**src/rtl/lfb_pkg.sv**
```systemverilog
// shared constants, types and helpers of the latm frame builder
package lfb_pkg;

   localparam int unsigned MAX_UNIT_BYTES = 960;
   localparam int unsigned LEN_BITS       = 10;
   localparam int unsigned BURST_BYTES    = 15;
   localparam int unsigned BURST_BITS     = 8 * BURST_BYTES;
   localparam int unsigned COUNT_BITS     = $clog2(BURST_BYTES + 1);
   localparam int unsigned CSR_INDEX_BITS = 3;
   localparam int unsigned CSR_DATA_BITS  = 4;

   localparam logic [10:0] SYNC_WORD       = 11'h2B7;
   // use_same_mux 0, mux_version 0, same_time_framing 1, subframes 0, programs 0, layers 0
   localparam logic [15:0] STREAM_MUX_HEAD = 16'h2000;
   localparam logic [4:0]  AOT_AAC_LC      = 5'b00010;
   localparam logic [4:0]  AOT_SBR         = 5'b00101;
   localparam logic [2:0]  GA_CONFIG_960   = 3'b100;
   localparam logic [2:0]  FRAME_LEN_TYPE  = 3'b000;
   localparam logic [7:0]  FULLNESS_MAX    = 8'hFF;
   localparam logic [7:0]  LEN_RUN_BYTE    = 8'hFF;
   localparam logic [LEN_BITS-1:0] LEN_RUN = LEN_BITS'(255);

   localparam logic                     RESET_SBR_ENABLE = 1'b0;
   localparam logic [3:0]               RESET_CORE_RATE  = 4'd5;
   localparam logic [3:0]               RESET_CHANNEL    = 4'd1;
   localparam logic [3:0]               RESET_EXT_RATE   = 4'd5;

   typedef enum logic [CSR_INDEX_BITS-1:0] {
      CSR_SBR_ENABLE  = 3'd0,
      CSR_CORE_RATE   = 3'd1,
      CSR_CHANNEL_CFG = 3'd2,
      CSR_EXT_RATE    = 3'd3
   } csr_index_type;

   typedef logic [COUNT_BITS-1:0] burst_count_type;

   typedef struct packed {
      logic                  valid;
      logic                  last;
      burst_count_type       count;
      logic [BURST_BITS-1:0] bytes;
   } burst_push_type;

   // number of full 0xff length bytes, length is below MAX_UNIT_BYTES here
   function automatic logic [1:0] len_runs(input logic [LEN_BITS-1:0] len);
      logic [1:0] runs;
      runs = 2'd0;
      if (len >= LEN_RUN) runs = 2'd1;
      if (len >= LEN_BITS'(2 * 255)) runs = 2'd2;
      if (len >= LEN_BITS'(3 * 255)) runs = 2'd3;
      return runs;
   endfunction

   function automatic logic [7:0] len_rem(input logic [LEN_BITS-1:0] len,
                                          input logic [1:0] runs);
      logic [LEN_BITS-1:0] rem;
      case (runs)
         2'd0:    rem = len;
         2'd1:    rem = len - LEN_RUN;
         2'd2:    rem = len - LEN_BITS'(2 * 255);
         default: rem = len - LEN_BITS'(3 * 255);
      endcase
      return rem[7:0];
   endfunction

endpackage

```
**src/rtl/lfb_ifs.sv**
```systemverilog
// channel interfaces of the latm frame builder
interface lfb_req_if;
   logic                          valid;
   logic                          ready;
   logic [lfb_pkg::LEN_BITS-1:0]  au_length;
   logic [7:0]                    payload_byte;

   modport source(output valid, output au_length, output payload_byte, input ready);
   modport sink(input valid, input au_length, input payload_byte, output ready);
endinterface

interface lfb_rsp_if;
   logic       valid;
   logic       ready;
   logic [7:0] stream_byte;
   logic       frame_end;

   modport source(output valid, output stream_byte, output frame_end, input ready);
   modport sink(input valid, input stream_byte, input frame_end, output ready);
endinterface

interface lfb_csr_if;
   logic                                valid;
   logic                                ready;
   logic [lfb_pkg::CSR_INDEX_BITS-1:0]  index;
   logic [lfb_pkg::CSR_DATA_BITS-1:0]   data;

   modport source(output valid, output index, output data, input ready);
   modport sink(input valid, input index, input data, output ready);
endinterface

```
**src/rtl/lfb_burst_buf.sv**
```systemverilog
// output byte queue: takes a burst of frame bytes, hands out one word per cycle while rsp is ready
module lfb_burst_buf (
   input  logic                    clock,
   input  logic                    reset,
   input  lfb_pkg::burst_push_type push,
   output logic                    room,
   lfb_rsp_if.source               rsp_ch
);

   logic [7:0]                         data_ff [lfb_pkg::BURST_BYTES];
   logic [7:0]                         data_in [lfb_pkg::BURST_BYTES];
   logic [lfb_pkg::BURST_BYTES-1:0]    end_ff;
   logic [lfb_pkg::BURST_BYTES-1:0]    end_in;
   lfb_pkg::burst_count_type           cnt_ff;
   lfb_pkg::burst_count_type           cnt_in;
   lfb_pkg::burst_count_type           base;
   logic                               pop;
   logic                               base_one;
   logic [lfb_pkg::BURST_BYTES-1:0]    push_ends;

   assign rsp_ch.valid       = (cnt_ff != '0);
   assign rsp_ch.stream_byte = data_ff[0];
   assign rsp_ch.frame_end   = end_ff[0];

   assign pop      = rsp_ch.valid && rsp_ch.ready;
   assign base     = cnt_ff - lfb_pkg::burst_count_type'(pop);
   assign base_one = (base == lfb_pkg::burst_count_type'(1));
   assign room     = (cnt_ff <= lfb_pkg::burst_count_type'(1));

   always_comb begin
      for (int k = 0; k < lfb_pkg::BURST_BYTES; k++) begin
         push_ends[k] = push.last &&
                        (push.count == lfb_pkg::burst_count_type'(k + 1));
      end
   end

   always_comb begin
      cnt_in = base;
      if (push.valid) begin
         cnt_in = base + push.count;
      end
   end

   for (genvar j = 0; j < lfb_pkg::BURST_BYTES; j++) begin : g_entry
      localparam logic [lfb_pkg::COUNT_BITS:0] JIDX = (lfb_pkg::COUNT_BITS + 1)'(j);
      logic [7:0] shift_byte;
      logic       shift_end;
      logic [7:0] push_byte;
      logic       push_end;

      if (j < lfb_pkg::BURST_BYTES - 1) begin : g_shift
         assign shift_byte = data_ff[j+1];
         assign shift_end  = end_ff[j+1];
      end else begin : g_hold
         assign shift_byte = data_ff[j];
         assign shift_end  = end_ff[j];
      end

      if (j > 0) begin : g_push
         assign push_byte = base_one ?
            push.bytes[lfb_pkg::BURST_BITS-1-8*(j-1) -: 8] :
            push.bytes[lfb_pkg::BURST_BITS-1-8*j -: 8];
         assign push_end  = base_one ? push_ends[j-1] : push_ends[j];
      end else begin : g_head
         assign push_byte = push.bytes[lfb_pkg::BURST_BITS-1 -: 8];
         assign push_end  = push_ends[0];
      end

      always_comb begin
         data_in[j] = data_ff[j];
         end_in[j]  = end_ff[j];
         if (JIDX < {1'b0, base}) begin
            if (pop) begin
               data_in[j] = shift_byte;
               end_in[j]  = shift_end;
            end
         end else if (push.valid &&
                      JIDX < ({1'b0, push.count} + (lfb_pkg::COUNT_BITS + 1)'(base_one))) begin
            data_in[j] = push_byte;
            end_in[j]  = push_end;
         end
      end
   end

   always_ff @(posedge clock) begin
      if (reset) begin
         cnt_ff <= '0;
      end else begin
         cnt_ff <= cnt_in;
      end
   end

   always_ff @(posedge clock) begin
      data_ff <= data_in;
      end_ff  <= end_in;
   end

`ifndef SYNTH
   ap_push_room : assert property (@(posedge clock) disable iff (reset)
      push.valid |-> cnt_ff <= lfb_pkg::burst_count_type'(1))
      else $error("burst pushed without room");

   ap_cnt_max : assert property (@(posedge clock) disable iff (reset)
      cnt_ff <= lfb_pkg::burst_count_type'(lfb_pkg::BURST_BYTES))
      else $error("burst queue overflow");

   ap_drain : assert property (@(posedge clock) disable iff (reset)
      (pop && !push.valid) |=> cnt_ff == $past(cnt_ff) - lfb_pkg::burst_count_type'(1))
      else $error("queue count lost track on drain");
`endif

endmodule

```
**src/rtl/loas_latm_frame_builder.sv**
```systemverilog
// an accepted input word passes the input register, then the output queue, before it is on rsp
// throughput: one input word per cycle inside a frame while rsp is ready, each giving one output word
// the first word of a frame releases a header burst of 10 to 14 words that the
// output queue drains one per cycle while rsp is ready; input is held while more than one word waits
// the last word of a frame gives two output words (data and zero-padded tail)
// reset: synchronous, clears frame state and queue, config returns to defaults
module loas_latm_frame_builder (
   input  logic      clock,
   input  logic      reset,
   lfb_req_if.sink   req_ch,
   lfb_rsp_if.source rsp_ch,
   lfb_csr_if.sink   csr_ch
);

   // configuration
   logic       sbr_enable_ff;
   logic [3:0] core_rate_ff;
   logic [3:0] channel_ff;
   logic [3:0] ext_rate_ff;

   // input register
   logic                         in_valid_ff;
   logic                         in_valid_in;
   logic [lfb_pkg::LEN_BITS-1:0] in_len_ff;
   logic [7:0]                   in_byte_ff;

   // frame state
   logic                         open_ff;
   logic                         open_in;
   logic                         sbr_frame_ff;
   logic                         sbr_frame_in;
   logic [5:0]                   carry_ff;
   logic [5:0]                   carry_in;
   logic [lfb_pkg::LEN_BITS-1:0] left_ff;
   logic [lfb_pkg::LEN_BITS-1:0] left_in;

   logic                         req_accept;
   logic                         room;
   logic                         advance;
   logic                         len_ok;
   logic                         is_last;
   logic [1:0]                   runs;
   logic [7:0]                   rem;
   logic [39:0]                  tail;
   logic [12:0]                  total;
   lfb_pkg::burst_count_type     head_bytes;
   lfb_pkg::burst_push_type      push;

   assign csr_ch.ready = 1'b1;
   assign req_ch.ready = !in_valid_ff || room;
   assign req_accept   = req_ch.valid && req_ch.ready;
   assign advance      = in_valid_ff && room;
   assign in_valid_in  = req_accept || (in_valid_ff && !advance);

   always_ff @(posedge clock) begin
      if (reset) begin
         sbr_enable_ff <= lfb_pkg::RESET_SBR_ENABLE;
         core_rate_ff  <= lfb_pkg::RESET_CORE_RATE;
         channel_ff    <= lfb_pkg::RESET_CHANNEL;
         ext_rate_ff   <= lfb_pkg::RESET_EXT_RATE;
      end else if (csr_ch.valid) begin
         case (lfb_pkg::csr_index_type'(csr_ch.index))
            lfb_pkg::CSR_SBR_ENABLE:  sbr_enable_ff <= csr_ch.data[0];
            lfb_pkg::CSR_CORE_RATE:   core_rate_ff  <= csr_ch.data[3:0];
            lfb_pkg::CSR_CHANNEL_CFG: channel_ff    <= csr_ch.data[3:0];
            lfb_pkg::CSR_EXT_RATE:    ext_rate_ff   <= csr_ch.data[3:0];
            default: ;
         endcase
      end
   end

   always_ff @(posedge clock) begin
      if (reset) begin
         in_valid_ff <= 1'b0;
      end else begin
         in_valid_ff <= in_valid_in;
      end
   end

   always_ff @(posedge clock) begin
      if (req_accept) begin
         in_len_ff  <= req_ch.au_length;
         in_byte_ff <= req_ch.payload_byte;
      end
   end

   assign len_ok = (in_len_ff != '0) &&
                   (in_len_ff < lfb_pkg::LEN_BITS'(lfb_pkg::MAX_UNIT_BYTES));
   assign runs   = lfb_pkg::len_runs(in_len_ff);
   assign rem    = lfb_pkg::len_rem(in_len_ff, runs);
   assign total  = 13'(in_len_ff) + 13'(runs) + (sbr_enable_ff ? 13'd8 : 13'd7);

   // payload length info runs, then remainder, then the first payload byte
   always_comb begin
      case (runs)
         2'd0:    tail = {rem, in_byte_ff, 24'd0};
         2'd1:    tail = {lfb_pkg::LEN_RUN_BYTE, rem, in_byte_ff, 16'd0};
         2'd2:    tail = {{2{lfb_pkg::LEN_RUN_BYTE}}, rem, in_byte_ff, 8'd0};
         default: tail = {{3{lfb_pkg::LEN_RUN_BYTE}}, rem, in_byte_ff};
      endcase
   end

   always_comb begin
      push         = '0;
      open_in      = open_ff;
      sbr_frame_in = sbr_frame_ff;
      carry_in     = carry_ff;
      left_in      = left_ff;
      is_last      = 1'b0;
      head_bytes   = '0;
      if (advance) begin
         if (!open_ff) begin
            if (len_ok) begin
               is_last = (in_len_ff == lfb_pkg::LEN_BITS'(1));
               if (sbr_enable_ff) begin
                  push.bytes = {lfb_pkg::SYNC_WORD, total, lfb_pkg::STREAM_MUX_HEAD,
                                lfb_pkg::AOT_SBR, core_rate_ff, channel_ff, ext_rate_ff,
                                lfb_pkg::AOT_AAC_LC, lfb_pkg::GA_CONFIG_960,
                                lfb_pkg::FRAME_LEN_TYPE, lfb_pkg::FULLNESS_MAX, 2'b00,
                                tail, {(lfb_pkg::BURST_BITS - 118){1'b0}}};
                  head_bytes = lfb_pkg::burst_count_type'(11) +
                               lfb_pkg::burst_count_type'(runs);
                  carry_in   = in_byte_ff[5:0];
               end else begin
                  push.bytes = {lfb_pkg::SYNC_WORD, total, lfb_pkg::STREAM_MUX_HEAD,
                                lfb_pkg::AOT_AAC_LC, core_rate_ff, channel_ff,
                                lfb_pkg::GA_CONFIG_960,
                                lfb_pkg::FRAME_LEN_TYPE, lfb_pkg::FULLNESS_MAX, 2'b00,
                                tail, {(lfb_pkg::BURST_BITS - 109){1'b0}}};
                  head_bytes = lfb_pkg::burst_count_type'(10) +
                               lfb_pkg::burst_count_type'(runs);
                  carry_in   = {1'b0, in_byte_ff[4:0]};
               end
               push.valid   = 1'b1;
               push.last    = is_last;
               push.count   = head_bytes + lfb_pkg::burst_count_type'(is_last);
               sbr_frame_in = sbr_enable_ff;
               left_in      = in_len_ff - lfb_pkg::LEN_BITS'(1);
               open_in      = !is_last;
            end
         end else begin
            is_last = (left_ff == lfb_pkg::LEN_BITS'(1));
            if (sbr_frame_ff) begin
               push.bytes = {carry_ff[5:0], in_byte_ff,
                             {(lfb_pkg::BURST_BITS - 14){1'b0}}};
               carry_in   = in_byte_ff[5:0];
            end else begin
               push.bytes = {carry_ff[4:0], in_byte_ff,
                             {(lfb_pkg::BURST_BITS - 13){1'b0}}};
               carry_in   = {1'b0, in_byte_ff[4:0]};
            end
            push.valid = 1'b1;
            push.last  = is_last;
            push.count = is_last ? lfb_pkg::burst_count_type'(2) :
                                   lfb_pkg::burst_count_type'(1);
            left_in    = left_ff - lfb_pkg::LEN_BITS'(1);
            open_in    = !is_last;
         end
         // frame closes: drop the leftover bits, they went out in the padded word
         if (is_last) begin
            carry_in = '0;
            left_in  = '0;
         end
      end
   end

   always_ff @(posedge clock) begin
      if (reset) begin
         open_ff      <= 1'b0;
         sbr_frame_ff <= 1'b0;
         carry_ff     <= '0;
         left_ff      <= '0;
      end else begin
         open_ff      <= open_in;
         sbr_frame_ff <= sbr_frame_in;
         carry_ff     <= carry_in;
         left_ff      <= left_in;
      end
   end

   lfb_burst_buf u_burst_buf (
      .clock  (clock),
      .reset  (reset),
      .push   (push),
      .room   (room),
      .rsp_ch (rsp_ch)
   );

`ifndef SYNTH
   ap_open_left : assert property (@(posedge clock) disable iff (reset)
      open_ff |-> left_ff != '0)
      else $error("open frame with no bytes left");

   ap_closed_carry : assert property (@(posedge clock) disable iff (reset)
      !open_ff |-> carry_ff == '0)
      else $error("leftover bits outside a frame");

   ap_open_rise : assert property (@(posedge clock) disable iff (reset)
      $rose(open_ff) |-> $past(advance))
      else $error("frame opened without an input word");
`endif

endmodule
```
**src/flat_wrapper.sv**
```systemverilog
// flat-port wrapper written by rule: the top's interface ports become plain ports
module loas_latm_frame_builder_flat 
  (clock, reset, req_ch_valid, req_ch_au_length, req_ch_payload_byte, req_ch_ready, rsp_ch_valid, rsp_ch_stream_byte, rsp_ch_frame_end, rsp_ch_ready, csr_ch_valid, csr_ch_index, csr_ch_data, csr_ch_ready);
  lfb_req_if req_ch_i ();
  lfb_rsp_if rsp_ch_i ();
  lfb_csr_if csr_ch_i ();
  input  logic clock;
  input  logic reset;
  input wire logic [$bits(req_ch_i.valid)-1:0] req_ch_valid;
  input wire logic [$bits(req_ch_i.au_length)-1:0] req_ch_au_length;
  input wire logic [$bits(req_ch_i.payload_byte)-1:0] req_ch_payload_byte;
  output wire logic [$bits(req_ch_i.ready)-1:0] req_ch_ready;
  output wire logic [$bits(rsp_ch_i.valid)-1:0] rsp_ch_valid;
  output wire logic [$bits(rsp_ch_i.stream_byte)-1:0] rsp_ch_stream_byte;
  output wire logic [$bits(rsp_ch_i.frame_end)-1:0] rsp_ch_frame_end;
  input wire logic [$bits(rsp_ch_i.ready)-1:0] rsp_ch_ready;
  input wire logic [$bits(csr_ch_i.valid)-1:0] csr_ch_valid;
  input wire logic [$bits(csr_ch_i.index)-1:0] csr_ch_index;
  input wire logic [$bits(csr_ch_i.data)-1:0] csr_ch_data;
  output wire logic [$bits(csr_ch_i.ready)-1:0] csr_ch_ready;
  assign req_ch_i.valid = req_ch_valid;
  assign req_ch_i.au_length = req_ch_au_length;
  assign req_ch_i.payload_byte = req_ch_payload_byte;
  assign req_ch_ready = req_ch_i.ready;
  assign rsp_ch_valid = rsp_ch_i.valid;
  assign rsp_ch_stream_byte = rsp_ch_i.stream_byte;
  assign rsp_ch_frame_end = rsp_ch_i.frame_end;
  assign rsp_ch_i.ready = rsp_ch_ready;
  assign csr_ch_i.valid = csr_ch_valid;
  assign csr_ch_i.index = csr_ch_index;
  assign csr_ch_i.data = csr_ch_data;
  assign csr_ch_ready = csr_ch_i.ready;
  loas_latm_frame_builder u_core (.clock(clock), .reset(reset), .req_ch(req_ch_i), .rsp_ch(rsp_ch_i), .csr_ch(csr_ch_i));
endmodule
```
**config.mk**
```make
export PLATFORM = sky130hd
export DESIGN_NAME = loas_latm_frame_builder_flat
export DESIGN_NICKNAME = d
export VERILOG_FILES = /design/src/rtl/lfb_pkg.sv /design/src/rtl/lfb_ifs.sv /design/src/rtl/lfb_burst_buf.sv /design/src/rtl/loas_latm_frame_builder.sv /design/src/flat_wrapper.sv
export SDC_FILE = /design/constraint.sdc
export NUM_CORES = 1
export LEC_CHECK = 0
export BUFFER_PORTS_ARGS = -buffer_cell sky130_fd_sc_hd__buf_4
export CAP_MARGIN = 15
export CORE_MARGIN = 1
export CORE_UTILIZATION = 30
export CTS_BUF_LIST = sky130_fd_sc_hd__clkbuf_4 sky130_fd_sc_hd__clkbuf_8 sky130_fd_sc_hd__clkbuf_16
export CTS_CLUSTER_DIAMETER = 40
export DETAILED_ROUTE_END_ITERATION = 8
export GPL_TIMING_DRIVEN = 0
export PLACE_DENSITY = 0.57
export REMOVE_ABC_BUFFERS = 1
export SYNTH_ARGS = -nofsm -noshare
export SYNTH_HDL_FRONTEND = slang
export SYNTH_SLANG_ARGS = --single-unit
```
**constraint.sdc**
```tcl
create_clock -name clock -period 7.5 [get_ports clock]
set_input_delay 2.25 -clock clock [delete_from_list [all_inputs] [get_ports clock]]
set_output_delay 2.25 -clock clock [all_outputs]
set_load 0.03 [all_outputs]
```
==> reports/metrics.csv <==
metric;value;unit
status;completed;
antenna_found_initial;0;
start_util;30.69;%
numCtsBuffers;17;
p_seq_share;38.5;%
crit_top_cell;ha_1;
cts_resized;5;
root_buffer;clkbuf_16;
num_io_pins;42;
clockBufferDepth;2;
rsz0062_at_grt;no;
path_clk_slew;70;ps
start_kind;input pin;
ys_ff_latch;189;
cts_hold_buffers;0;
pwr-share-comb;42.9;%
layout.nets;1322;
wirelength;35760;um
p_sw_share;42.01;%
whs;470.4;ps
vias;10160;
grt_max_degree;52;
diodes;0;
ir_drop;0.0001982;V
viasPerCell;5.707;
crit_buf_inv;4;
instances_no_fill;1780;
cp-end-kind;flip-flop;
die_x;198.8;um
cts_tree;done;
crit_family;simple AND/OR/NAND/NOR gates;
synth.top_cell.area_share;39.56;%
wl_per_cell;20.09;um
die_area;39500;um^2
syn_avg_cell_area;9.102;um^2
num_rows;71;
postCtsSetupRepairBufs;0;
grt_pass1_vias;9510;
min_path_type;reg -> reg;
ant_nets;0;
yosys.area.top_type;edfxtp_1;
drive_gt1_share;10.17;%
drc;0;
grt.total_usage;18.42;%
ys_types;81;
synth-main-ff-cell;edfxtp_1;
period_needed;7239;ps
die_h;198.8;um
fin_crit_sh;96.52;%
grt_overflow;0;
cap_violations;0;
area_growth;12.80;%
first_pass_iters;6;
pwr-share-clk;18.5;%
core;37840;um^2
clk_latency;460;ps
finalMaxSlewViolations;0;
ys_async_sr_fraction;0;%
p_sw;0.002008;W
slowest_delay;800;ps
placed_cells;1746;
drt_iter0_drc;1030;
critical_path_class;in -> reg;
path_cells;buf_4 -> nand2_1 -> inv_1 -> ha_1 -> ha_1 -> and2_1 -> a211o_1 -> nand4_1 -> buf_8 -> clkinvlp_4 -> ha_1 -> and4_1 -> o2bb2ai_1 -> nand2_1 -> mux2i_4 -> nor3_1 -> o22ai_1;
p_leak;4.609;nW
postLayoutCoreUtil;34.62;%
gp_congestion;0.8837;
yosys_warnings;0;
h-tree-depth;4;
ys_seq_area_share;45.77;%
synth.area.top_cells;edfxtp_1 (40%), nand2_1 (6.8%), dfxtp_1 (6.2%);
cp_slowest_cell;o22ai_1;
worstPathRequired;7570;ps
worst_pin_slew;1073;ps
fillers;3897;
fmax;138.1;MHz
fin_skew;15.92;ps
io_buffers;40;
cp.arrival;7310;ps
synth_area;11610;um^2
relSlewSlack;28.48;%
power_density;364.8;nW/um^2
internal-power;0.002771;W
r2r_slack;1000;ps
setup_viol;0;
dp_hpwl;25410;um
clkSinkCount;189;
finalHoldViolCount;0;
syn_inst;1276;
synth_edf_count;153;
crit_fanout;14;
grt_pass1_wl;55300;um
[cells by family after synthesis]
logic type | synth area share, %
other | 0.03229
AOI/OAI and AO/OA | 21.32
and+or+nand+nor | 19.30
muxes | 2.575
DFF | 45.77
buffers and inverters | 4.471
xor gates and xnor gates | 2.338
adders and majority gates | 4.202
[Yosys cell counts, drive strengths merged (5+ instances only)]
cell and number:
mux2 7, o21ai 78, o22ai 8, o21a 6, a221o 6, ha 31, nand2 209, nor2b 8
nand3 68, nor4 11, and4 5, buf 20, mux2i 22, fa 5, inv 32, xor2 16
edfxtp 153, a211oi 12, a211o 9, a31oi 33, nor2 75, clkbuf 82, o2111ai 6, and3 5
a22o 6, a21oi 93, xnor2 15, o211ai 7, a22oi 17, nor3 27, and2 15, nand2b 7
or3 7, a21o 10, nand4 17, o31ai 29, dfxtp 36, a32oi 9
[cell usage in the layout (no fill, tap or decap), drive strengths merged, types with 8 or more instances in the layout]
cell | netlist | layout
nand2 | 209 | 209
edfxtp | 153 | 153
a21oi | 93 | 93
o21ai | 78 | 78
nor2 | 75 | 75
nand3 | 68 | 68
buf | 20 | 62
inv | 32 | 37
dfxtp | 36 | 36
a31oi | 33 | 33
ha | 31 | 31
o31ai | 29 | 29
nor3 | 27 | 27
mux2i | 22 | 22
clkbuf | 82 | 22
a22oi | 17 | 17
nand4 | 17 | 17
xor2 | 16 | 16
and2 | 15 | 15
xnor2 | 15 | 15
a211oi | 12 | 12
nor4 | 11 | 11
a21o | 10 | 10
a211o | 9 | 9
a32oi | 9 | 9
nor2b | 8 | 8
o22ai | 8 | 8
[stage by stage]
stage / TNS (ps) / power (W) / worst slack (ps) / area, um^2
finish: 0 / 0.004779 / 261.1 / 13100
global placement: -457360 / 0.003731 / -3266 / 12160
global route: 0 / 0.005047 / 18.24 / 13100
detailed placement: -76610 / 0.003858 / -1064 / 12470
floorplan: 0 / 0.003101 / 19.36 / 11220
CTS: 0 / 0.004755 / 30.81 / 13050
[power by group through the flow]
stage	registers, W	logic (W)	clock network (W)
global route	0.00187	0.00224	0.000936
detailed placement	0.00186	0.00200	0
finish	0.00184	0.00205	0.000885
floorplan	0.00185	0.00125	0
global placement	0.00187	0.00187	0
CTS	0.00184	0.00202	0.000898
[final timing paths]
path / from / endpoint / depth (start not counted)
worst max-delay path: rsp_ch_ready / u_core.u_burst_buf.g_entry[0].shift_byte[7] / 17
worst min-delay path: u_core.carry_ff[3] / u_core.carry_ff[3] / 2
worst max register to register: u_core.in_len_ff[1] / u_core.u_burst_buf.g_entry[0].shift_byte[7] / 15
worst min register to register: u_core.carry_ff[3] / u_core.carry_ff[3] / 2
[worst min-delay path: cells and delay by family, from the launching register on]
| kind | cells | cell delay (ps) |
|---|---|---|
| flip-flops | 1 | 320 |
| AND/OR/NAND/NOR | 1 | 60 |
| AO/OA/AOI/OAI | 1 | 50 |
[state kept, by name, indices dropped and copies added, names as in the netlist]
signal and cells:
u_core.carry_ff 6, u_core.channel_ff 4, u_core.core_rate_ff 4, u_core.ext_rate_ff 4, u_core.in_byte_ff 8, u_core.in_len_ff 10, u_core.in_valid_ff 1, u_core.left_ff 10
u_core.open_ff 1, u_core.sbr_enable_ff 1, u_core.sbr_frame_ff 1, u_core.u_burst_buf.cnt_ff 4, u_core.u_burst_buf.end_ff 15, u_core.u_burst_buf.g_entry.shift_byte 112, u_core.u_burst_buf.rsp_ch.stream_byte 8
[layout make-up]
cell class | count | area (um^2) | share of cell area (%)
multi-input cells | 952 | 5869 | 44.80
flip-flops and latches | 189 | 5316 | 40.58
well taps | 511 | 639.4 | 4.881
repair buffers | 63 | 603.1 | 4.604
clock buffers | 21 | 461.7 | 3.524
inverters | 33 | 127.6 | 0.9742
clock inverters | 11 | 82.58 | 0.6304
[per-layer routing]
layer / wire length (um) / GRT usage, %
met5: 0 / 0
met2: 16570 / 29.53
met3: 2225 / 3.442
met4: 969 / 6.638
met1: 15990 / 24.65
No activity file was read; power rests on OpenSTA's default activity.
